<file path="config.mk">
export PLATFORM = sky130hd
export DESIGN_NAME = generational_handle_allocator_core
export DESIGN_NICKNAME = d
export VERILOG_FILES = /design/src/rtl/core/gha_pkg.sv /design/src/rtl/core/generational_handle_allocator_core.sv /design/src/rtl/core/gha_ctrl.sv /design/src/rtl/core/gha_dp.sv
export VERILOG_INCLUDE_DIRS = /design/src /design/src/rtl/core
export SDC_FILE = /design/constraint.sdc
export NUM_CORES = 2
export LEC_CHECK = 0
export ABC_AREA = 1
export BUFFER_PORTS_ARGS = -buffer_cell sky130_fd_sc_hd__buf_2
export CORE_UTILIZATION = 36
export CTS_CLUSTER_SIZE = 16
export DETAILED_ROUTE_END_ITERATION = 6
export PLACE_DENSITY_LB_ADDON = 0.2
export REMOVE_ABC_BUFFERS = 1
export SLEW_MARGIN = 25
export SYNTH_ARGS = -nofsm -noshare
export SYNTH_HDL_FRONTEND = slang
export SYNTH_SLANG_ARGS = --single-unit
</file>
<file path="constraint.sdc">
create_clock -name clk -period 28.8 [get_ports clk]
set_clock_uncertainty 0.05 [all_clocks]
set_input_delay 7.2 -clock clk [delete_from_list [all_inputs] [get_ports clk]]
set_output_delay 7.2 -clock clk [all_outputs]
set_load 0.02 [all_outputs]
</file>
<file path="src/rtl/core/generational_handle_allocator_core_macros.svh">
// Assertion macros shared by the allocator core.
`ifndef GENERATIONAL_HANDLE_ALLOCATOR_CORE_MACROS_SVH
`define GENERATIONAL_HANDLE_ALLOCATOR_CORE_MACROS_SVH

// Same-cycle implication, disabled while reset is asserted.
`define GHA_ASSERT_NOW(label, clk, rst_n, ante, cons, msg) \
	label: assert property (@(posedge clk) disable iff (!rst_n) (ante) |-> (cons)) \
		else $error(msg);

// Next-cycle implication, disabled while reset is asserted.
`define GHA_ASSERT_NEXT(label, clk, rst_n, ante, cons, msg) \
	label: assert property (@(posedge clk) disable iff (!rst_n) (ante) |=> (cons)) \
		else $error(msg);

`endif

</file>
<file path="src/rtl/core/gha_pkg.sv">
`timescale 1ns / 1ps

package gha_pkg;

	localparam logic [31:0] GEN_MAX = 32'hffff_ffff;

	localparam logic [6:0]  SLOTS_RESET  = 7'd64;
	localparam logic [63:0] MAX_RESET    = 64'h0000_0001_0000_0000;
	localparam logic [63:0] MIN_AL_RESET = 64'd4096;
	localparam logic [1:0]  DOM_RESET    = 2'b01;

	typedef enum logic [1:0] {
		REQ_ALLOC   = 2'd0,
		REQ_RELEASE = 2'd1,
		REQ_RESET   = 2'd2,
		REQ_UNKNOWN = 2'd3
	} req_type_t;

	typedef enum logic [2:0] {
		ST_OK          = 3'd0,
		ST_INVALID     = 3'd1,
		ST_UNSUPPORTED = 3'd2,
		ST_EXHAUSTED   = 3'd3,
		ST_RANGE       = 3'd4,
		ST_ALIGNMENT   = 3'd5,
		ST_BAD_HANDLE  = 3'd6
	} status_t;

	typedef enum logic [1:0] {
		CFG_SLOTS_IN_USE  = 2'd0,
		CFG_MAX_BUFFER    = 2'd1,
		CFG_MIN_ALIGN     = 2'd2,
		CFG_DOMAIN_ENABLE = 2'd3
	} cfg_idx_t;

	typedef struct packed {
		logic [1:0]  req_type;
		logic [63:0] size_bytes;
		logic [63:0] align_bytes;
		logic [7:0]  domain_bits;
		logic [7:0]  access_bits;
		logic [63:0] handle_in;
	} req_t;

	typedef struct packed {
		logic [2:0]  status;
		logic [63:0] handle_out;
	} rsp_t;

	// Controller to datapath
	typedef struct packed {
		logic clear;
		logic load;
		logic check;
		logic decide;
		logic scan;
		logic read;
		logic write;
		logic emit;
	} cmd_t;

	// Datapath to controller
	typedef struct packed {
		logic clear_done;
		logic need_scan;
		logic found;
		logic scan_last;
		logic out_free;
	} stat_t;

endpackage

</file>
<file path="src/rtl/core/generational_handle_allocator_core.sv">
`timescale 1ns / 1ps
// Flow: each accepted request passes the check and decide states; release, reset, unknown and
// rejected allocate then go to done, while an allocate that passes its checks scans the 32-slot
// words in order and, on a free slot, reads and writes its generation, else ends exhausted.
// Throughput: one request in flight; the next is taken once the result is queued.
// Reset: arst_n clears control, config to defaults; then a sweep zeroes the generation
// memory one slot at a time while in_ready stays low (config writes still taken).
`include "generational_handle_allocator_core_macros.svh"

module generational_handle_allocator_core
	import gha_pkg::*;
#(
	parameter int SLOTS = 64
) (
	input  logic        clk,
	input  logic        arst_n,
	// request channel
	input  logic        in_valid,
	output logic        in_ready,
	input  req_t        req,
	// response channel
	output logic        out_valid,
	input  logic        out_ready,
	output rsp_t        rsp,
	// configuration writes
	input  logic        cfg_we,
	input  logic [1:0]  cfg_idx,
	input  logic [63:0] cfg_wdata
);

	// Command and status between the sequencer and the datapath. The sequencer walks
	// each request through check and decide; an allocate that passes scans and, if a slot
	// is found, does the memory read and generation write; then the result goes to the output register.
	cmd_t  cmd;
	stat_t stat;

	// Sequencer: one-hot state machine, owns in_ready.
	gha_ctrl u_ctrl (
		.clk      (clk),
		.arst_n   (arst_n),
		.in_valid (in_valid),
		.in_ready (in_ready),
		.stat     (stat),
		.cmd      (cmd)
	);

	// Datapath: config registers, live/exhausted bits, generation memory,
	// free-slot scan and the output register.
	gha_dp #(
		.SLOTS (SLOTS)
	) u_dp (
		.clk       (clk),
		.arst_n    (arst_n),
		.req       (req),
		.cfg_we    (cfg_we),
		.cfg_idx   (cfg_idx),
		.cfg_wdata (cfg_wdata),
		.cmd       (cmd),
		.stat      (stat),
		.out_valid (out_valid),
		.out_ready (out_ready),
		.rsp       (rsp)
	);

	// Drop ready right after a request is taken.
	`GHA_ASSERT_NEXT(a_busy_after_accept, clk, arst_n, in_valid && in_ready, !in_ready, "ready held after accept")
	// Never more than one datapath command in a cycle.
	`GHA_ASSERT_NOW(a_cmd_onehot, clk, arst_n, 1'b1, $onehot0(cmd), "conflicting datapath commands")
	// Never overwrite a result that has not been taken.
	`GHA_ASSERT_NOW(a_emit_free, clk, arst_n, cmd.emit, stat.out_free, "result overwritten")
	// No request before the generation sweep has finished.
	`GHA_ASSERT_NOW(a_accept_after_clear, clk, arst_n, in_valid && in_ready, stat.clear_done, "accept during clear")

endmodule

</file>
<file path="src/rtl/core/gha_ctrl.sv">
`timescale 1ns / 1ps

module gha_ctrl
	import gha_pkg::*;
(
	input  logic  clk,
	input  logic  arst_n,
	input  logic  in_valid,
	output logic  in_ready,
	input  stat_t stat,
	output cmd_t  cmd
);

	typedef enum logic [7:0] {
		S_CLEAR  = 8'b0000_0001,
		S_IDLE   = 8'b0000_0010,
		S_CHECK  = 8'b0000_0100,
		S_DECIDE = 8'b0000_1000,
		S_SCAN   = 8'b0001_0000,
		S_READ   = 8'b0010_0000,
		S_WRITE  = 8'b0100_0000,
		S_DONE   = 8'b1000_0000
	} state_t;

	state_t state_q, state_d;

	always_ff @(posedge clk or negedge arst_n) begin
		if (!arst_n) begin
			state_q <= S_CLEAR;
		end else begin
			state_q <= state_d;
		end
	end

	assign in_ready = (state_q == S_IDLE);

	always_comb begin
		state_d = state_q;
		cmd     = '0;
		unique case (state_q)
			S_CLEAR: begin
				cmd.clear = 1'b1;
				if (stat.clear_done) state_d = S_IDLE;
			end
			S_IDLE: begin
				if (in_valid) begin
					cmd.load = 1'b1;
					state_d  = S_CHECK;
				end
			end
			S_CHECK: begin
				cmd.check = 1'b1;
				state_d   = S_DECIDE;
			end
			S_DECIDE: begin
				cmd.decide = 1'b1;
				state_d    = stat.need_scan ? S_SCAN : S_DONE;
			end
			S_SCAN: begin
				cmd.scan = 1'b1;
				priority if (stat.found) state_d = S_READ;
				else if (stat.scan_last) state_d = S_DONE;
				else                     state_d = S_SCAN;
			end
			S_READ: begin
				cmd.read = 1'b1;
				state_d  = S_WRITE;
			end
			S_WRITE: begin
				cmd.write = 1'b1;
				state_d   = S_DONE;
			end
			S_DONE: begin
				// hold the result until the output register frees up
				if (stat.out_free) begin
					cmd.emit = 1'b1;
					state_d  = S_IDLE;
				end
			end
			default: begin
				state_d = S_CLEAR;
			end
		endcase
	end

endmodule

</file>
<file path="src/rtl/core/gha_dp.sv">
`timescale 1ns / 1ps

module gha_dp
	import gha_pkg::*;
#(
	parameter int SLOTS = 64
) (
	input  logic        clk,
	input  logic        arst_n,
	input  req_t        req,
	input  logic        cfg_we,
	input  logic [1:0]  cfg_idx,
	input  logic [63:0] cfg_wdata,
	input  cmd_t        cmd,
	output stat_t       stat,
	output logic        out_valid,
	input  logic        out_ready,
	output rsp_t        rsp
);

	localparam int IW    = (SLOTS > 1) ? $clog2(SLOTS) : 1;
	localparam int WORDS = (SLOTS + 31) / 32;
	localparam int WW    = (WORDS > 1) ? $clog2(WORDS) : 1;
	localparam int PADW  = WORDS * 32;

	// configuration
	logic [6:0]  slots_q;
	logic [63:0] max_q;
	logic [63:0] min_al_q;
	logic [1:0]  dom_en_q;

	always_ff @(posedge clk or negedge arst_n) begin
		if (!arst_n) begin
			slots_q  <= SLOTS_RESET;
			max_q    <= MAX_RESET;
			min_al_q <= MIN_AL_RESET;
			dom_en_q <= DOM_RESET;
		end else if (cfg_we) begin
			unique case (cfg_idx_t'(cfg_idx))
				CFG_SLOTS_IN_USE:  slots_q  <= cfg_wdata[6:0];
				CFG_MAX_BUFFER:    max_q    <= cfg_wdata;
				CFG_MIN_ALIGN:     min_al_q <= cfg_wdata;
				CFG_DOMAIN_ENABLE: dom_en_q <= cfg_wdata[1:0];
			endcase
		end
	end

	// request register
	req_t req_q;

	always_ff @(posedge clk) begin
		if (cmd.load) req_q <= req;
	end

	// slot state
	logic [SLOTS-1:0] live_q;
	logic [SLOTS-1:0] exh_q;
	logic             stopped_q;
	logic [IW-1:0]    clr_q;
	logic [IW-1:0]    found_q;
	logic [WW-1:0]    word_q;

	// first-stage checks
	logic        nrdy_q, size_bad_q, align_bad_q, ovf_q, rel_bad_q;
	logic [63:0] rounded_q;

	logic [63:0] am1;
	logic [64:0] sum;
	logic [31:0] low;
	logic [31:0] low_m1;
	logic [IW-1:0] rel_slot;
	logic        nrdy;

	assign am1      = req_q.align_bytes - 64'd1;
	assign sum      = {1'b0, req_q.size_bytes} + {1'b0, am1};
	assign low      = req_q.handle_in[31:0];
	assign low_m1   = low - 32'd1;
	assign rel_slot = low_m1[IW-1:0];
	assign nrdy     = !((slots_q != 7'd0) && ({25'd0, slots_q} <= 32'(SLOTS)) &&
			(max_q != 64'd0) && (min_al_q != 64'd0) && !stopped_q);

	always_ff @(posedge clk) begin
		if (cmd.check) begin
			nrdy_q      <= nrdy;
			size_bad_q  <= (req_q.size_bytes == 64'd0) || (req_q.size_bytes > max_q);
			align_bad_q <= (req_q.align_bytes == 64'd0) ||
					((req_q.align_bytes & am1) != 64'd0) ||
					(req_q.align_bytes < min_al_q);
			ovf_q       <= sum[64];
			rounded_q   <= sum[63:0] & ~am1;
			rel_bad_q   <= nrdy || (low == 32'd0) || (low > {25'd0, slots_q}) ||
					(low > 32'(SLOTS));
		end
	end

	// generation memory
	logic [31:0] gen_mem [SLOTS];
	logic [31:0] gen_rd_q;
	logic        mem_we, mem_re;
	logic [IW-1:0] mem_wa, mem_ra;
	logic [31:0] mem_wd;
	logic [31:0] gen_new;

	assign gen_new = gen_rd_q + 32'd1;
	assign mem_we  = cmd.clear || cmd.write;
	assign mem_wa  = cmd.clear ? clr_q : found_q;
	assign mem_wd  = cmd.clear ? 32'd0 : gen_new;
	assign mem_re  = cmd.check || cmd.read;
	assign mem_ra  = cmd.read ? found_q : rel_slot;

	always_ff @(posedge clk) begin
		if (mem_we) gen_mem[mem_wa] <= mem_wd;
		if (mem_re) gen_rd_q <= gen_mem[mem_ra];
	end

	// allocate verdict, in check order
	status_t alloc_st;

	always_comb begin
		priority if (nrdy_q)                                  alloc_st = ST_EXHAUSTED;
		else if (size_bad_q)                                  alloc_st = ST_RANGE;
		else if (align_bad_q)                                 alloc_st = ST_ALIGNMENT;
		else if (ovf_q)                                       alloc_st = ST_RANGE;
		else if (rounded_q > max_q)                           alloc_st = ST_RANGE;
		else if (req_q.domain_bits[7:2] != 6'd0)              alloc_st = ST_INVALID;
		else if ((req_q.domain_bits != 8'd1) || !dom_en_q[0]) alloc_st = ST_UNSUPPORTED;
		else if ((req_q.access_bits[7:3] != 5'd0) || (req_q.access_bits == 8'd0))
			alloc_st = ST_INVALID;
		else if (req_q.access_bits[2])                        alloc_st = ST_UNSUPPORTED;
		else if (req_q.access_bits[1:0] == 2'd0)              alloc_st = ST_UNSUPPORTED;
		else                                                  alloc_st = ST_OK;
	end

	logic rel_ok;
	assign rel_ok = !rel_bad_q && live_q[rel_slot] && (gen_rd_q == req_q.handle_in[63:32]);

	// free-slot scan, one 32-slot word per cycle
	logic [SLOTS-1:0] avail;
	logic [PADW-1:0]  free_pad;
	logic [31:0]      free_word;
	logic [4:0]       pe_pos;
	logic             pe_hit;

	always_comb begin
		for (int i = 0; i < SLOTS; i++) avail[i] = (i < int'(slots_q));
	end

	assign free_pad  = PADW'(~live_q & ~exh_q & avail);
	assign free_word = free_pad[word_q*32 +: 32];

	always_comb begin
		pe_pos = 5'd0;
		for (int b = 31; b >= 0; b--) begin
			if (free_word[b]) pe_pos = 5'(b);
		end
	end
	assign pe_hit = (free_word != 32'd0);

	// result and slot updates
	logic [2:0]  res_status_q;
	logic [63:0] res_handle_q;

	always_ff @(posedge clk or negedge arst_n) begin
		if (!arst_n) begin
			live_q    <= '0;
			exh_q     <= '0;
			stopped_q <= 1'b0;
			clr_q     <= '0;
			word_q    <= '0;
		end else begin
			if (cmd.clear && !stat.clear_done) clr_q <= clr_q + IW'(1);
			if (cmd.check) word_q <= '0;
			if (cmd.scan && !pe_hit && !stat.scan_last) word_q <= word_q + WW'(1);
			if (cmd.decide) begin
				if (req_q.req_type == REQ_RESET) begin
					live_q    <= '0;
					stopped_q <= 1'b1;
				end else if ((req_q.req_type == REQ_RELEASE) && rel_ok) begin
					live_q[rel_slot] <= 1'b0;
				end
			end
			if (cmd.write) begin
				live_q[found_q] <= 1'b1;
				if (gen_new == GEN_MAX) exh_q[found_q] <= 1'b1;
			end
		end
	end

	always_ff @(posedge clk) begin
		if (cmd.scan && pe_hit) found_q <= IW'({word_q, pe_pos});
		if (cmd.decide) begin
			res_handle_q <= 64'd0;
			unique case (req_type_t'(req_q.req_type))
				REQ_ALLOC:   res_status_q <= alloc_st;
				REQ_RELEASE: res_status_q <= rel_ok ? ST_OK : ST_BAD_HANDLE;
				REQ_RESET:   res_status_q <= ST_OK;
				REQ_UNKNOWN: res_status_q <= ST_INVALID;
			endcase
		end
		if (cmd.scan && !pe_hit && stat.scan_last) res_status_q <= ST_EXHAUSTED;
		if (cmd.write) begin
			res_status_q <= ST_OK;
			res_handle_q <= {gen_new, {{(32-IW){1'b0}}, found_q} + 32'd1};
		end
	end

	// output register
	logic out_valid_q;
	rsp_t rsp_q;

	always_ff @(posedge clk or negedge arst_n) begin
		if (!arst_n) begin
			out_valid_q <= 1'b0;
		end else if (cmd.emit) begin
			out_valid_q <= 1'b1;
		end else if (out_ready) begin
			out_valid_q <= 1'b0;
		end
	end

	always_ff @(posedge clk) begin
		if (cmd.emit) begin
			rsp_q.status     <= res_status_q;
			rsp_q.handle_out <= res_handle_q;
		end
	end

	assign out_valid = out_valid_q;
	assign rsp       = rsp_q;

	assign stat.clear_done = (clr_q == IW'(SLOTS - 1));
	assign stat.need_scan  = (req_q.req_type == REQ_ALLOC) && (alloc_st == ST_OK);
	assign stat.found      = pe_hit;
	assign stat.scan_last  = (word_q == WW'(WORDS - 1));
	assign stat.out_free   = !out_valid_q || out_ready;

endmodule
</file>
==> reports/summary.txt <==
Outcome = finished clean
Synth Area in Compound Gates = 0.1337
GPL Wtd Cong = 0.9196
Unrepaired setup endpoints after global routing = no
Pin slew with the least headroom to its limit = 1.165 ns
Non-filler cells, final = 14.88k
IO Pins = 350
Die Wd = 574.0 um
Rel. slew slack = 0.2190
Via count of the first global-routing pass = 80.84k
Share of the yosys chip area belonging to registers = 0.6838
# DRC = 0
Cells after DPL = 14.32k
Worst path required time = 21.55 ns
Ys Warns = 0
Critical Path Sink Type = output port
Synth Area in Adders = 0.03522
Minimum clock period = 9.855 ns
Post-Synth Simple-Gate Area = 0.1032
Longest Clk Path Bufs = 4
Nets = 10.92k
H-tree levels = 5
Setup slack, reg-to-reg = 22.06 ns
Critical path peak fanout = 3
Final hold violation count = 0
Util after Layout = 0.4158
Post-synthesis mux area share = 0.00009559
Std cell rows = 209
CTS Buf Count = 309
CP delay by family, top = simple AND/OR/NAND/NOR gates
Worst Setup Slack, final = 18.95 ns
Clock sinks = 2,730
Post-route cell area = 135,100 um2
Placed cell areas = 125,200 um2
Hold WC Path Type = reg -> reg
Pleak = 47.92 nW
WL final = 383,000 um
Synth Cell Area = 117,800 um2
Iteration-0 DRC Markers = 8,197
Avg Cell Area, Syn = 11.78 um2
Synth area leader = edfxtp_1
Kind of critical path = reg -> out
Worst Path Buf+Inv = 3
Largest net degree at the start of global routing = 202
Post-synth EDFFs = 2,446
Hold_ws = 0.3666 ns
VDD IR-drop max = 0.05891 mV
DR WL/cell = 25.74 um
Crit share post-route = 0.3422
Startpoint types = flop
Final setup fails = 0
#FFs+latches synth = 2,730
Largest family of logic cells by synthesized area = compound AO/OA/AOI/OAI gates
Worst-path clk slew = 0.06 ns
Via count = 83.12k
Synth unique cells = 76
Filler cells = 30.39k
Max frequency = 0.1015 GHz
Crit-path cells = nor2_1 > inv_1 > nor2_1 > inv_1 > nor4_1 > buf_2
XOR/XNOR Fraction of Synth Area = 0.004981
Predominant post-synthesis flop cell = edfxtp_1
CTS Hold Bufs = 0
Max stage delay on crit path = 0.49 ns
Clock latency on the worst-skew pair = 0.94 ns
DP Worst Slack = 18.50 ns
Postcts setup bufs = 0
Synth area leaders = edfxtp_1 (62%), o21ai_0 (6.6%), dfrtp_1 (5.9%), nor2_1 (5.5%), ha_1 (3.5%)
Die Y = 574.0 um
Post-Syn Instances = 9,999
Top-area cell type share of the netlist area = 0.6235
Fin. max-slew vios = 0
Remaining antenna violation count = 0
GRT Residual Overflow = 0
First-pass GRT wire length = 552,000 um
Share of cells above drive strength 1 = 0.1084
Root Buffer = clkbuf_16
Antenna violations before repair = 9
Starting Density = 0.3627
CTS tree = yes
Gr usage total = 0.2253
Vias/cell = 5.586
Detail Placement HPWL = 224,400 um
Worst path arrival time = 2.60 ns
Port buffer count = 324
Synth-to-layout area growth = 14.65%
Pwr dens = 77.88 nW/um2
CP max stage cell = nor4_1
Post-cts resize count = 0
Core area = 324,800 um2
Max-cap violations = 0
Drt first pass iters = 6
Async SR Flop Fraction = 0.1029
Die area = 329,500 um2
-- state kept, by name, indices dropped and copies added, names as in the netlist, 7 cells and up --
signal / cells
u_dp.rounded_q: 64
u_dp.gen_mem: 2048
u_dp.low: 32
u_dp.min_al_q: 64
u_dp.max_q: 64
u_dp.gen_rd_q: 32
u_dp.res_handle_q: 39
u_dp.rsp: 42
u_dp.live_q: 64
u_dp.slots_q: 7
u_dp.exh_q: 64
u_ctrl.state_q: 8
u_dp.req_q: 178
-- placed cells by master, fill, tap and decap left out, types with 30 or more instances in the layout --
| cell type | instances |
|---|---|
| edfxtp_1 | 2446 |
| nor2_1 | 1621 |
| o21ai_0 | 1555 |
| nand2_1 | 708 |
| inv_1 | 620 |
| o22ai_1 | 542 |
| ha_1 | 330 |
| buf_2 | 323 |
| clkbuf_16 | 312 |
| dfrtp_1 | 276 |
| a21oi_1 | 242 |
| buf_4 | 164 |
| nand3_1 | 148 |
| o221ai_1 | 133 |
| nor4_1 | 115 |
| nor2_4 | 103 |
| nor3_1 | 100 |
| o211ai_1 | 81 |
| clkinv_1 | 75 |
| clkbuf_1 | 62 |
| nand4_1 | 56 |
| xor2_1 | 50 |
| clkinv_2 | 46 |
| o21bai_1 | 38 |
| a31oi_1 | 30 |
-- layer usage --
layer / GRT usage / vias to the layer above / share of wire / wire, um
met5: 0 / - / 0.000047 / 18
met4: 0.08140 / 2 / 0.037 / 14340
met3: 0.02970 / 657 / 0.065 / 25070
met2: 0.3662 / 3144 / 0.46 / 178000
met1: 0.3089 / 42170 / 0.43 / 165500
li1: - / 37150 / - / -
-- cell type report --
cell class                      instances  area [um2]  area share
Antenna cell                            7       17.52   0.0001297
Clock buffer                          382        8150     0.06035
Tap cell                             4325        5411     0.04007
Inverter                              646        2460     0.01821
Timing Repair Buffer                  502        3143     0.02327
Clock inverter                        174        1663     0.01231
Sequential cell                      2730       80550      0.5964
Multi-Input combinational cell       6115       33670      0.2493
-- power by group --
group	leakage (nW)	internal, mW	switching (mW)
clock	4.79	2.22	1.65
sequential	26.2	4.88	0.114
combinational	17.0	0.365	1.29
total	47.9	7.46	3.05
-- final timing paths --
path	end	startpoint	cells after the start
setup / recovery	in_ready	u_ctrl.state_q[7]	6
hold / removal	u_dp.rsp[6]	u_dp.res_handle_q[6]	0
setup reg to reg	u_dp.gen_rd_q[10]	u_ctrl.state_q[3]	19
hold reg to reg	u_dp.rsp[6]	u_dp.res_handle_q[6]	0
max in group asynchronous	u_dp.exh_q[9]	arst_n	3
min in group asynchronous	u_dp.min_al_q[48]	arst_n	1
-- per-stage QoR --
stage                     total power [mW]  setup TNS, ns
after CTS                            10.58              0
after global placement               6.663              0
final                                10.52              0
after global routing                 10.89              0
after floorplan                      6.018       -3187.05
after detailed placement             6.713              0
-- cell families (layout without fill, tap and decap cells) --
logic type,count (synthesis),in the layout
and+or+nand+nor,2933,2933
AOI/OAI and AO/OA,2758,2758
DFF,2730,2730
buffers and inverters,1178,1704
adders and majority gates,331,331
xor gates and xnor gates,67,67
other,1,32
muxes,1,1
-- cells in the mapped netlist (all sizes together), types with 14 or more instances --
cell       n
o21ai   1572
o211ai    81
nand4     59
o21bai    58
nor3     115
a31oi     30
nand2    711
buf       96
inv      639
xor2      50
o221ai   133
clkbuf   436
xnor2     17
o22ai    543
nand3    157
nor4     121
or2       14
a21oi    242
dfrtp    276
a211oi    22
o21a      16
nor2    1733
edfxtp  2446
ha       330
(Power assumes the default switching activity.)
